[config.mk]
export PLATFORM = sky130hd
export DESIGN_NAME = packet_queue_with_delete_and_snapshot
export DESIGN_NICKNAME = d
export VERILOG_FILES = /design/src/hdl/pqd_pkg.sv /design/src/hdl/pqd_cell.sv /design/src/hdl/packet_queue_with_delete_and_snapshot.sv
export SDC_FILE = /design/constraint.sdc
export NUM_CORES = 1
export LEC_CHECK = 0
export BUFFER_PORTS_ARGS = -buffer_cell sky130_fd_sc_hd__buf_2
export CORE_ASPECT_RATIO = 0.7
export CORE_MARGIN = 2
export CORE_UTILIZATION = 55
export CTS_BUF_LIST = sky130_fd_sc_hd__clkbuf_2
export DETAILED_ROUTE_END_ITERATION = 7
export PLACE_DENSITY = 0.74
export SLEW_MARGIN = 25
export SYNTH_ARGS = -nofsm -noshare
export SYNTH_HDL_FRONTEND = slang
export SYNTH_SLANG_ARGS = --single-unit
export TNS_END_PERCENT = 5
[constraint.sdc]
create_clock -name clock -period 4.6 [get_ports clock]
set_clock_uncertainty 0.1 [all_clocks]
set_input_delay 0.92 -clock clock [delete_from_list [all_inputs] [get_ports clock]]
set_output_delay 0.92 -clock clock [all_outputs]
set_load 0.01 [all_outputs]
[src/hdl/pqd_pkg.sv]
// shared constants, codes and types for the packet queue with delete and snapshot
// no dependencies; imported by pqd_cell and packet_queue_with_delete_and_snapshot
package pqd_pkg;

   localparam int QUEUE_DEPTH = 16;
   localparam int TAG_BITS    = 16;
   localparam int FUNC_BITS   = 3;
   localparam int IDX_BITS    = (QUEUE_DEPTH > 1) ? $clog2(QUEUE_DEPTH) : 1;
   localparam int CNT_BITS    = $clog2(QUEUE_DEPTH + 1);

   // cursor value meaning past the end
   localparam logic [CNT_BITS-1:0] CUR_NONE = CNT_BITS'(QUEUE_DEPTH);

   typedef enum logic [FUNC_BITS-1:0] {
      PQD_APPEND = 3'd0,
      PQD_PEEK   = 3'd1,
      PQD_POP    = 3'd2,
      PQD_DELETE = 3'd3,
      PQD_LOCK   = 3'd4,
      PQD_UNLOCK = 3'd5,
      PQD_NEXT   = 3'd6
   } pqd_func_type;

   typedef enum logic {
      PQD_IDLE,
      PQD_COMPACT
   } pqd_state_type;

   // command broadcast to every cell of the row
   typedef struct packed {
      logic load;      // append: the cell at the tail takes the key tag
      logic mark;      // delete: every cell takes its doomed flag
      logic compact;   // doomed cells drop out, one per cycle
   } pqd_cell_cmd_type;

endpackage

[src/hdl/pqd_cell.sv]
// one entry of the queue row: a tag, a doomed flag and the shift toward the head
// depends on pqd_pkg
module pqd_cell (
   input  logic                         clock,
   input  logic                         reset,
   input  pqd_pkg::pqd_cell_cmd_type    cmd,
   input  logic [pqd_pkg::TAG_BITS-1:0] key_tag,
   input  logic                         load_here,
   input  logic                         mark_value,
   input  logic                         shift_in,
   input  logic [pqd_pkg::TAG_BITS-1:0] next_tag,
   input  logic                         next_doomed,
   output logic [pqd_pkg::TAG_BITS-1:0] tag,
   output logic                         doomed,
   output logic                         match,
   output logic                         shift_out
);
   import pqd_pkg::*;

   logic [TAG_BITS-1:0] tag_ff, tag_in;
   logic                doomed_ff, doomed_in;
   logic                remove_here;

   // the first doomed cell starts the shift, every cell above it follows
   assign remove_here = cmd.compact & doomed_ff;
   assign shift_out   = shift_in | remove_here;
   assign match       = (tag_ff == key_tag);
   assign tag         = tag_ff;
   assign doomed      = doomed_ff;

   always_comb begin
      priority if (shift_out) begin
         tag_in = next_tag;
      end else if (cmd.load && load_here) begin
         tag_in = key_tag;
      end else begin
         tag_in = tag_ff;
      end
   end

   always_comb begin
      priority if (cmd.mark) begin
         doomed_in = mark_value;
      end else if (shift_out) begin
         doomed_in = next_doomed;
      end else begin
         doomed_in = doomed_ff;
      end
   end

   always_ff @(posedge clock) begin
      tag_ff <= tag_in;
   end

   always_ff @(posedge clock) begin
      if (reset) begin
         doomed_ff <= 1'b0;
      end else begin
         doomed_ff <= doomed_in;
      end
   end

endmodule

[src/hdl/packet_queue_with_delete_and_snapshot.sv]
// top level of the packet tag queue: a row of pqd_cell entries plus the
// count, cursor and lock mark control; depends on pqd_pkg and pqd_cell
//
// usage
//   - command channel: drive req_func and req_packet_tag and raise start;
//     the item is taken at the rising edge where start is high and busy low
//   - result channel: exactly one result per item, shown for one cycle with
//     rsp_strobe high; the receiver cannot stall, so it must take it then
//   - status fields (empty, full, nearly full, at end, count) describe the
//     queue after the item
// latency and throughput
//   - append, peek, pop, lock, unlock, cursor next and the unused code:
//     result in the cycle after acceptance, busy stays low, so one item
//     per cycle
//   - delete by tag: at acceptance the head alone is marked if it matches,
//     else every later matching cell, in parallel; the row then drops one
//     doomed entry per cycle, then is found clean; result follows,
//     busy high meanwhile; the single shift toward the head sets the rate
// reset
//   - synchronous, active high: queue empty, cursor past the end, no lock
//     mark; tag storage is not cleared, entries beyond the count are unread
module packet_queue_with_delete_and_snapshot (
   input  logic                          clock,
   input  logic                          reset,
   input  logic                          start,
   output logic                          busy,
   input  logic [pqd_pkg::FUNC_BITS-1:0] req_func,
   input  logic [pqd_pkg::TAG_BITS-1:0]  req_packet_tag,
   output logic                          rsp_strobe,
   output logic [pqd_pkg::TAG_BITS-1:0]  rsp_tag_out,
   output logic                          rsp_tag_valid,
   output logic                          rsp_deleted,
   output logic                          rsp_overflow,
   output logic                          rsp_is_empty,
   output logic                          rsp_is_full,
   output logic                          rsp_nearly_full,
   output logic                          rsp_at_end,
   output logic [pqd_pkg::CNT_BITS-1:0]  rsp_entry_count
);
   import pqd_pkg::*;

   // bookkeeping after one entry leaves the row
   typedef struct packed {
      logic [CNT_BITS-1:0] count;
      logic [CNT_BITS-1:0] cursor;
      logic [IDX_BITS-1:0] mark_pos;
      logic                mark_valid;
   } pqd_track_type;

   function automatic pqd_track_type pqd_remove(
      input logic [IDX_BITS-1:0] idx,
      input pqd_track_type       cur
   );
      pqd_track_type nxt;
      logic [CNT_BITS-1:0] idx_wide;
      nxt      = cur;
      idx_wide = CNT_BITS'(idx);
      nxt.count = cur.count - CNT_BITS'(1);
      // cursor follows its entry, or slides to the next one
      if (cur.cursor != CUR_NONE) begin
         if (cur.cursor > idx_wide) begin
            nxt.cursor = cur.cursor - CNT_BITS'(1);
         end
         if (nxt.cursor >= nxt.count) begin
            nxt.cursor = CUR_NONE;
         end
      end
      // lock mark follows its entry, or falls back to the one before it, or clears at the head
      if (cur.mark_valid) begin
         if (cur.mark_pos > idx) begin
            nxt.mark_pos = cur.mark_pos - IDX_BITS'(1);
         end else if (cur.mark_pos == idx) begin
            if (idx == '0) begin
               nxt.mark_valid = 1'b0;
            end else begin
               nxt.mark_pos = idx - IDX_BITS'(1);
            end
         end
      end
      return nxt;
   endfunction

   // control state
   pqd_state_type       state_ff, state_in;
   pqd_track_type       track_ff, track_in;
   logic                del_found_ff, del_found_in;

   // result registers
   logic                rsp_strobe_ff, rsp_strobe_in;
   logic [TAG_BITS-1:0] rsp_tag_ff, rsp_tag_in;
   logic                rsp_tag_valid_ff, rsp_tag_valid_in;
   logic                rsp_deleted_ff, rsp_deleted_in;
   logic                rsp_overflow_ff, rsp_overflow_in;

   // cell row
   pqd_cell_cmd_type    cell_cmd;
   logic                pop_go;
   logic [TAG_BITS-1:0] cell_tag    [QUEUE_DEPTH];
   logic [TAG_BITS-1:0] cell_next_tag [QUEUE_DEPTH];
   logic [QUEUE_DEPTH-1:0] cell_doomed, cell_next_doomed, cell_match;
   logic [QUEUE_DEPTH-1:0] cell_load_here, cell_mark_value;
   logic [QUEUE_DEPTH:0]   shift_chain;

   logic                accept;
   pqd_func_type        func;
   logic                any_doomed;
   logic [IDX_BITS-1:0] first_doomed;
   logic                head_match;
   logic                have_entries;
   logic [TAG_BITS-1:0] cursor_tag;
   logic [CNT_BITS-1:0] after_mark;

   assign func         = pqd_func_type'(req_func);
   assign accept       = start && (state_ff == PQD_IDLE);
   assign busy         = (state_ff != PQD_IDLE);
   assign have_entries = (track_ff.count != '0);
   assign head_match   = cell_match[0];
   assign cursor_tag   = cell_tag[track_ff.cursor[IDX_BITS-1:0]];
   assign shift_chain[0] = pop_go;

   // per-cell select lines
   always_comb begin
      for (int k = 0; k < QUEUE_DEPTH; k++) begin
         cell_load_here[k]  = (CNT_BITS'(k) == track_ff.count);
         // head alone when it matches, otherwise every later match
         cell_mark_value[k] = (CNT_BITS'(k) < track_ff.count) && cell_match[k]
                              && (head_match ? (k == 0) : (k != 0));
      end
   end

   // lowest doomed cell, the one that leaves this cycle
   always_comb begin
      any_doomed   = |cell_doomed;
      first_doomed = '0;
      for (int k = QUEUE_DEPTH - 1; k >= 0; k--) begin
         if (cell_doomed[k]) begin
            first_doomed = IDX_BITS'(k);
         end
      end
   end

   genvar g;
   generate
      for (g = 0; g < QUEUE_DEPTH; g++) begin : g_cell
         if (g == QUEUE_DEPTH - 1) begin : g_top
            assign cell_next_tag[g]    = '0;
            assign cell_next_doomed[g] = 1'b0;
         end else begin : g_mid
            assign cell_next_tag[g]    = cell_tag[g+1];
            assign cell_next_doomed[g] = cell_doomed[g+1];
         end

         pqd_cell u_cell (
            .clock       (clock),
            .reset       (reset),
            .cmd         (cell_cmd),
            .key_tag     (req_packet_tag),
            .load_here   (cell_load_here[g]),
            .mark_value  (cell_mark_value[g]),
            .shift_in    (shift_chain[g]),
            .next_tag    (cell_next_tag[g]),
            .next_doomed (cell_next_doomed[g]),
            .tag         (cell_tag[g]),
            .doomed      (cell_doomed[g]),
            .match       (cell_match[g]),
            .shift_out   (shift_chain[g+1])
         );
      end
   endgenerate

   // next state
   always_comb begin
      state_in = state_ff;
      unique case (state_ff)
         PQD_IDLE: begin
            if (accept && (func == PQD_DELETE)) begin
               state_in = PQD_COMPACT;
            end
         end
         PQD_COMPACT: begin
            if (!any_doomed) begin
               state_in = PQD_IDLE;
            end
         end
         default: state_in = PQD_IDLE;
      endcase
   end

   // datapath and results
   always_comb begin
      track_in         = track_ff;
      del_found_in     = del_found_ff;
      cell_cmd         = '0;
      pop_go           = 1'b0;
      rsp_strobe_in    = 1'b0;
      rsp_tag_in       = '0;
      rsp_tag_valid_in = 1'b0;
      rsp_deleted_in   = 1'b0;
      rsp_overflow_in  = 1'b0;

      if (accept) begin
         rsp_strobe_in = 1'b1;
         case (func)
            PQD_APPEND: begin
               if (track_ff.count < CNT_BITS'(QUEUE_DEPTH)) begin
                  cell_cmd.load  = 1'b1;
                  track_in.count = track_ff.count + CNT_BITS'(1);
               end else begin
                  rsp_overflow_in = 1'b1;
               end
            end
            PQD_PEEK: begin
               if (have_entries) begin
                  rsp_tag_in       = cell_tag[0];
                  rsp_tag_valid_in = 1'b1;
               end
            end
            PQD_POP: begin
               if (have_entries) begin
                  rsp_tag_in       = cell_tag[0];
                  rsp_tag_valid_in = 1'b1;
                  pop_go           = 1'b1;
                  track_in         = pqd_remove('0, track_ff);
               end
            end
            PQD_DELETE: begin
               // result comes once the row is compacted
               rsp_strobe_in = 1'b0;
               cell_cmd.mark = 1'b1;
               del_found_in  = |cell_mark_value;
            end
            PQD_LOCK: begin
               if (have_entries) begin
                  track_in.cursor     = '0;
                  track_in.mark_pos   = IDX_BITS'(track_ff.count - CNT_BITS'(1));
                  track_in.mark_valid = 1'b1;
               end else begin
                  track_in.cursor     = CUR_NONE;
                  track_in.mark_valid = 1'b0;
               end
            end
            PQD_UNLOCK: begin
               track_in.mark_valid = 1'b0;
            end
            PQD_NEXT: begin
               if (track_ff.cursor < track_ff.count) begin
                  rsp_tag_in       = cursor_tag;
                  rsp_tag_valid_in = 1'b1;
                  if ((track_ff.cursor + CNT_BITS'(1)) < track_ff.count) begin
                     track_in.cursor = track_ff.cursor + CNT_BITS'(1);
                  end else begin
                     track_in.cursor = CUR_NONE;
                  end
               end
            end
            default: begin
               // unused code: status only
            end
         endcase
      end else if (state_ff == PQD_COMPACT) begin
         cell_cmd.compact = 1'b1;
         if (any_doomed) begin
            track_in = pqd_remove(first_doomed, track_ff);
         end else begin
            rsp_strobe_in  = 1'b1;
            rsp_deleted_in = del_found_ff;
         end
      end
   end

   always_ff @(posedge clock) begin
      if (reset) begin
         state_ff            <= PQD_IDLE;
         track_ff.count      <= '0;
         track_ff.cursor     <= CUR_NONE;
         track_ff.mark_pos   <= '0;
         track_ff.mark_valid <= 1'b0;
         del_found_ff        <= 1'b0;
         rsp_strobe_ff       <= 1'b0;
      end else begin
         state_ff      <= state_in;
         track_ff      <= track_in;
         del_found_ff  <= del_found_in;
         rsp_strobe_ff <= rsp_strobe_in;
      end
   end

   always_ff @(posedge clock) begin
      rsp_tag_ff       <= rsp_tag_in;
      rsp_tag_valid_ff <= rsp_tag_valid_in;
      rsp_deleted_ff   <= rsp_deleted_in;
      rsp_overflow_ff  <= rsp_overflow_in;
   end

   // status reflects the committed state during the strobe cycle
   always_comb begin
      if (track_ff.mark_valid) begin
         after_mark = CNT_BITS'(track_ff.mark_pos) + CNT_BITS'(1);
         if (after_mark >= track_ff.count) begin
            after_mark = CUR_NONE;
         end
         rsp_at_end = (after_mark == track_ff.cursor);
      end else begin
         after_mark = CUR_NONE;
         rsp_at_end = (track_ff.cursor == CUR_NONE);
      end
   end

   assign rsp_strobe      = rsp_strobe_ff;
   assign rsp_tag_out     = rsp_tag_ff;
   assign rsp_tag_valid   = rsp_tag_valid_ff;
   assign rsp_deleted     = rsp_deleted_ff;
   assign rsp_overflow    = rsp_overflow_ff;
   assign rsp_is_empty    = (track_ff.count == '0);
   assign rsp_is_full     = (track_ff.count == CNT_BITS'(QUEUE_DEPTH));
   assign rsp_nearly_full = (track_ff.count == CNT_BITS'(QUEUE_DEPTH - 1));
   assign rsp_entry_count = track_ff.count;

endmodule
==> run_results.csv, run 1 <==
group,metric,value,unit
layout,nets,1808,
sta,setup_viol,0,
synth,synth-edff-count,240,
global_route,grt_pass1_wl,94900,microns
die,io_pins,52,
clocking,cts_buffers,78,
route,wl_met1,26400,microns
sta,hold_viol_final,0,
synth,postSynthAreaPerCell,11.9,sq um
synth,synth_top_family_by_area,"multiplexers",
die,fp.dieArea,38300,sq um
synth,synth-seq-cells,309,
synth,ys.flop_type,"edfxtp_1",
route,drcViolationCount,0,
place,numPortBuffers,51,
route,ant_nets,0,
sta,rsz0062_at_grt,"yes",
synth,synth_mux_area_frac,0.233,
power,p_leak,7.70,nW
layout,design_area,21700,sq um
die,start_util,0.561,
sta,timing.fmax,223,MHz
synth,async_flop_share,0,
sta,period_needed,4.48,ns
clocking,cts.sinks,309,
place,gp_congestion,0.965,
sta,post-route-period-util,0.974,
route,wl_met3,9500,microns
power,p_total,8.78,mW
synth,synth_cells,1697,
synth,synth.most_common_cell,"edfxtp_1",
synth,synth_top_area_frac,0.356,
place,dpl_cell_area,20900,sq um
global_route,gr-usage-all-layers,0.338,
sta,slew_viol_final,0,
hold_path,holdCritPathClass,"in2reg",
route,met2WireLength,26200,microns
clocking,htree_levels,3,
status,outcome,"completed",
route,firstDrtPassIters,8,
route,viasPerCell,6.62,
layout,drive_gt1_frac,0.335,
global_route,grt_max_degree,53,
place,dp_slack,0.122,ns
synth,yosys.area_share.simple,0.0898,
synth,ys_seq_area_frac,0.425,
clocking,cts_tree,"yes",
sta,setup_ws,0.121,ns
sta,relSlewSlack,0.419,
synth,synth_compound_area_frac,0.0653,
flow_run,drv_cap,0,
route,drt-total-wl,63800,microns
layout,fillers,2886,
clocking,path_clk_slew,0.10,ns
synth,synthDistinctLibCells,71,
synth,yosysWarnings,0,
die,rows,58,
clocking,clk_path_buf_depth,3,
die,coreArea,36100,sq um
route,wire_per_inst,27.9,microns
layout,areaGrowthSynthToFinish,7.50,%
synth,synthTopCellsByCount,"edfxtp_1, mux2_2, xor2_1",
global_route,first_global_vias,14400,
route,vias,15100,
setup_path,crit_arrival,3.46,ns
synth,synth_nets,1761,
sta,tightest_slew,0.871,ns
clocking,post_cts_hold_buffer_count,0,
power,power.density,404,nW/um^2
synth,synth_area,20200,sq um
power,ir_drop,251,uV
global_route,overflow,0,
place,dp_hpwl,45500,microns
global_route,antenna_found_initial,9,
setup_path,crit_type,"reg2out",
synth,ys_top_cells_by_area,"edfxtp_1, mux2_2, mux4_2",
setup_path,cp.required,3.58,ns
setup_path,critPathCaptureType,"output pin",
synth,synth-xor-area-share,0.121,
synth,yosys.area.top_type,"edfxtp_1",
synth,synth_fa_ha_area_frac,0.0260,
die,die_h,164,microns
setup_path,cp-start-kind,"flip-flop",
setup_path,cp_max_fo,7,
clocking,root_buffer,"clkbuf_2",
clocking,clock_latency,1.05,ns
route,top_layer_used,"met5",
die,die_w,233,microns
route,drtIter0Drc,2460,
## report_power, final
| group | leakage, nW | internal (mW) | switching, mW |
|---|---|---|---|
| clock network | 0.548 | 0.755 | 1.23 |
| logic | 4.42 | 1.55 | 1.97 |
| registers | 2.73 | 3.12 | 0.151 |
## worst max-delay path, cell delays in order (launching register included)
cell	delay [ns]
dfxtp_4	0.38
inv_1	0.16
ha_4	0.25
ha_1	0.28
a21o_1	0.11
a21o_1	0.11
a21oi_1	0.07
o21ai_2	0.24
a21oi_1	0.07
o32a_1	0.31
nor4_2	0.28
buf_2	0.17
## cell usage in the layout (no fill, tap or decap), drive strengths merged, types with 7 or more instances in the layout
| master | synthesis | routed |
|---|---|---|
| a21oi | 75 | 75 |
| ha | 42 | 42 |
| edfxtp | 240 | 240 |
| buf | 63 | 125 |
| o221ai | 9 | 9 |
| mux2 | 243 | 243 |
| nand4 | 41 | 41 |
| nand2b | 20 | 20 |
| nor2b | 10 | 10 |
| clkbuf | 95 | 123 |
| dfxtp | 69 | 69 |
| a211oi | 12 | 12 |
| nor4 | 52 | 52 |
| mux4 | 80 | 80 |
| a31o | 7 | 7 |
| nand3 | 36 | 36 |
| o21ai | 31 | 31 |
| xor2 | 175 | 175 |
| nor2 | 49 | 49 |
| nand2 | 94 | 94 |
| inv | 24 | 25 |
| a21o | 21 | 21 |
| clkinv | 2 | 12 |
| nor3 | 27 | 27 |
| mux2i | 7 | 7 |
| xnor2 | 104 | 104 |
## metrics by stage
stage          std cells   util  setup TNS, ns  hold slack [ns]
3_3_place_gp        2139  0.580              0            0.388
4_1_cts             2277  0.600              0            0.165
5_1_grt             2285  0.603        -0.0974            0.151
6_report            2286  0.603              0            0.206
3_5_place_dp        2139  0.580              0            0.396
2_1_floorplan       1697      -              0            0.347
## registers in the layout, indices dropped and copies added, names as in the netlist
| register | flops |
|---|---|
| rsp_entry_count | 5 |
| rsp_overflow | 1 |
| rsp_tag_valid | 1 |
| rsp_strobe | 1 |
| track_ff | 10 |
| rsp_tag_out | 16 |
| g_cell.u_cell.tag | 256 |
| del_found_ff | 1 |
| busy | 1 |
| g_cell.u_cell.doomed | 16 |
| rsp_deleted | 1 |
## per-layer routing
layer,vias to the layer above,track usage
met5,-,0
met4,4,0.101
met3,130,0.132
met2,1075,0.460
met1,7437,0.496
li1,6486,-
## final timing paths
check,start,end,slack [ns],cells after the start
worst min-delay path,start,rsp_strobe,0.21,5
worst min register to register,g_cell[15].u_cell.tag[3],g_cell[15].u_cell.tag[3],0.42,2
worst max-delay path,track_ff[1],rsp_at_end,0.12,11
worst max register to register,g_cell[10].u_cell.doomed,track_ff[5],0.32,20
## what timing repair did
action,4_1_cts,5_1_grt
setup buffers,0,4
gates resized for setup,5,15
pin swaps,0,6
endpoints found under the setup margin,1,6
## kinds of logic after synthesis
group / Yosys count
adders and majority gates: 42
xor gates and xnor gates: 279
buffers and inverters: 184
and+or+nand+nor: 350
DFF: 309
AOI/OAI and AO/OA: 203
muxes: 330
## cell type report
type	count	area, sq um	share of cell area
Timing Repair Buffer	125	831	0.0382
Inverter	26	103	0.00472
Multi-Input combinational cell	1204	10900	0.500
Sequential cell	309	8610	0.396
Clock buffer	123	616	0.0283
Tap cell	480	601	0.0276
Antenna cell	4	10.0	0.000460
Clock inverter	15	95.1	0.00437
Note: power is estimated with default switching activity, not from simulation.
==> inputs of run 2 (changes only) <==
CORE_UTILIZATION = 50   (was 55)
PLACE_DENSITY = 0.69   (was 0.74)
==> run_results.csv, run 2 (synthesis gave the netlist of run 1 again) <==
group,metric,value,unit
power,p_leak,7.85,nW
power,combPwrFrac,0.407,
layout,regArea,8610,sq um
clocking,clk_path_buf_depth,3,
layout,fin_cells,2374,
die,start_util,0.509,
setup_path,crit_type,"reg2out",
sta,post-route-period-util,0.976,
layout,areaGrowthSynthToFinish,9.21,%
setup_path,rr_startpoint,"g_cell[15].u_cell.doomed",
die,die_w,244,microns
sta,tightest_slew,1.00,ns
clocking,root_buffer,"clkbuf_2",
power,power.density,404,nW/um^2
sta,relSlewSlack,0.328,
sta,timing.fmax,223,MHz
layout,final_common_cell,"edfxtp_1",
route,wire_per_inst,29.3,microns
global_route,gr-usage-all-layers,0.332,
clocking,clock_latency,1.06,ns
setup_path,cp-start-kind,"flip-flop",
sta,slew_viol_final,0,
place,gp_congestion,0.981,
route,viasPerCell,6.52,
clocking,cts.sinks,309,
layout,fillers,3468,
layout,nets,1836,
setup_path,cp.required,3.58,ns
hold_path,holdCritPathClass,"in2reg",
sta,period_needed,4.49,ns
layout,drive_gt1_frac,0.346,
route,ant_nets,0,
setup_path,cp_max_fo,5,
die,die_h,172,microns
route,drcViolationCount,0,
layout,multiInputGateArea,10900,sq um
setup_path,critPathCaptureType,"output pin",
power,p_int,5.45,mW
layout,largest_register_ffs,256,
die,io_pins,52,
global_route,first_global_vias,14700,
route,vias,15500,
place,dp_slack,-0.0785,ns
clocking,cts_tree,"yes",
global_route,grt_max_degree,47,
power,ir_drop,235,uV
global_route,antenna_found_initial,7,
power,seqPwrFrac,0.368,
flow_run,drv_cap,0,
clocking,htree_levels,3,
power,power.net_switching,3.48,mW
die,rows,61,
global_route,overflow,0,
layout,final_cell_mix,"edfxtp_1, mux2_2, xor2_1, clkbuf_2, xnor2_1",
place,dp_hpwl,51000,microns
sta,setup_viol,0,
power,power_frac_clock,0.225,
route,firstDrtPassIters,5,
clocking,cts_buffers,79,
die,coreArea,39800,sq um
global_route,grt_pass1_wl,101000,microns
clocking,path_clk_slew,0.11,ns
route,drt-total-wl,69600,microns
hold_path,hp-start,"req_packet_tag[5]",
place,numPortBuffers,51,
layout,final_core_util,0.555,
die,fp.dieArea,42100,sq um
power,p_sw_frac,0.390,
place,numPlacedInstances,2222,
status,outcome,"completed",
sta,setup_ws,0.109,ns
route,drtIter0Drc,2300,
setup_path,worstSetupStartpoint,"rsp_entry_count[0]",
sta,hold_viol_final,0,
setup_path,crit_arrival,3.47,ns
[run 2: stage by stage]
step | power (mW) | hold slack (ns) | instance area, sq um | TNS, ns
6_report | 8.93 | 0.132 | 22100 | 0
5_1_grt | 9.26 | 0.0942 | 22100 | -0.00734
4_1_cts | 8.74 | 0.0748 | 22000 | 0
3_5_place_dp | 6.77 | 0.389 | 21200 | -0.204
3_3_place_gp | 6.76 | 0.386 | 21200 | 0
2_1_floorplan | 5.62 | 0.347 | 20200 | 0
[run 2: repair_timing]
action / in CTS / in global routing
resized for setup: 4 / 28
endpoints found under the setup margin: 4 / 6
pin swaps: 0 / 9
hold buffers: 0 / 0
setup buffers: 0 / 4
[run 2: area by class of cell]
class | instances | area share
clock inverter | 29 | 0.00668
clock buffer | 116 | 0.0263
timing repair buffer | 152 | 0.0474
sequential | 309 | 0.390
tap | 535 | 0.0303
inverter | 26 | 0.00465
multi-input combinational | 1204 | 0.495
antenna | 3 | 0.000340
[run 2: path summary, 6_finish.rpt]
check,endpoint,slack (ns),cells past startpoint
hold / removal,g_cell[15].u_cell.tag[5],0.13,3
hold reg to reg,g_cell[15].u_cell.tag[6],0.41,2
setup / recovery,rsp_at_end,0.11,11
setup reg to reg,track_ff[6],0.22,20
[run 2: layer usage]
| metal | up-vias | wire [microns] | GRT usage |
|---|---|---|---|
| li1 | 6539 | - | - |
| met1 | 7624 | 28500 | 0.482 |
| met2 | 1158 | 27600 | 0.449 |
| met3 | 152 | 11400 | 0.134 |
| met4 | 8 | 2000 | 0.101 |
| met5 | - | 131 | 0 |
[run 2: power by group through the flow]
stage	Combinational [mW]	Clock (mW)	Sequential (mW)
after floorplan	2.39	0	3.24
after global placement	3.43	0	3.33
after detailed placement	3.44	0	3.33
after CTS	3.46	2.01	3.27
after global routing	3.83	2.14	3.29
final	3.63	2.01	3.28
[run 2: worst max-delay path, cell delays in order (launching register included)]
cell	delay (ns)
dfxtp_1	0.57
ha_1	0.30
nand2b_1	0.14
a21o_1	0.17
a21o_1	0.16
a21oi_1	0.20
o21ai_2	0.14
buf_4	0.15
nand2b_1	0.14
xnor2_1	0.15
nor4_2	0.14
buf_2	0.17
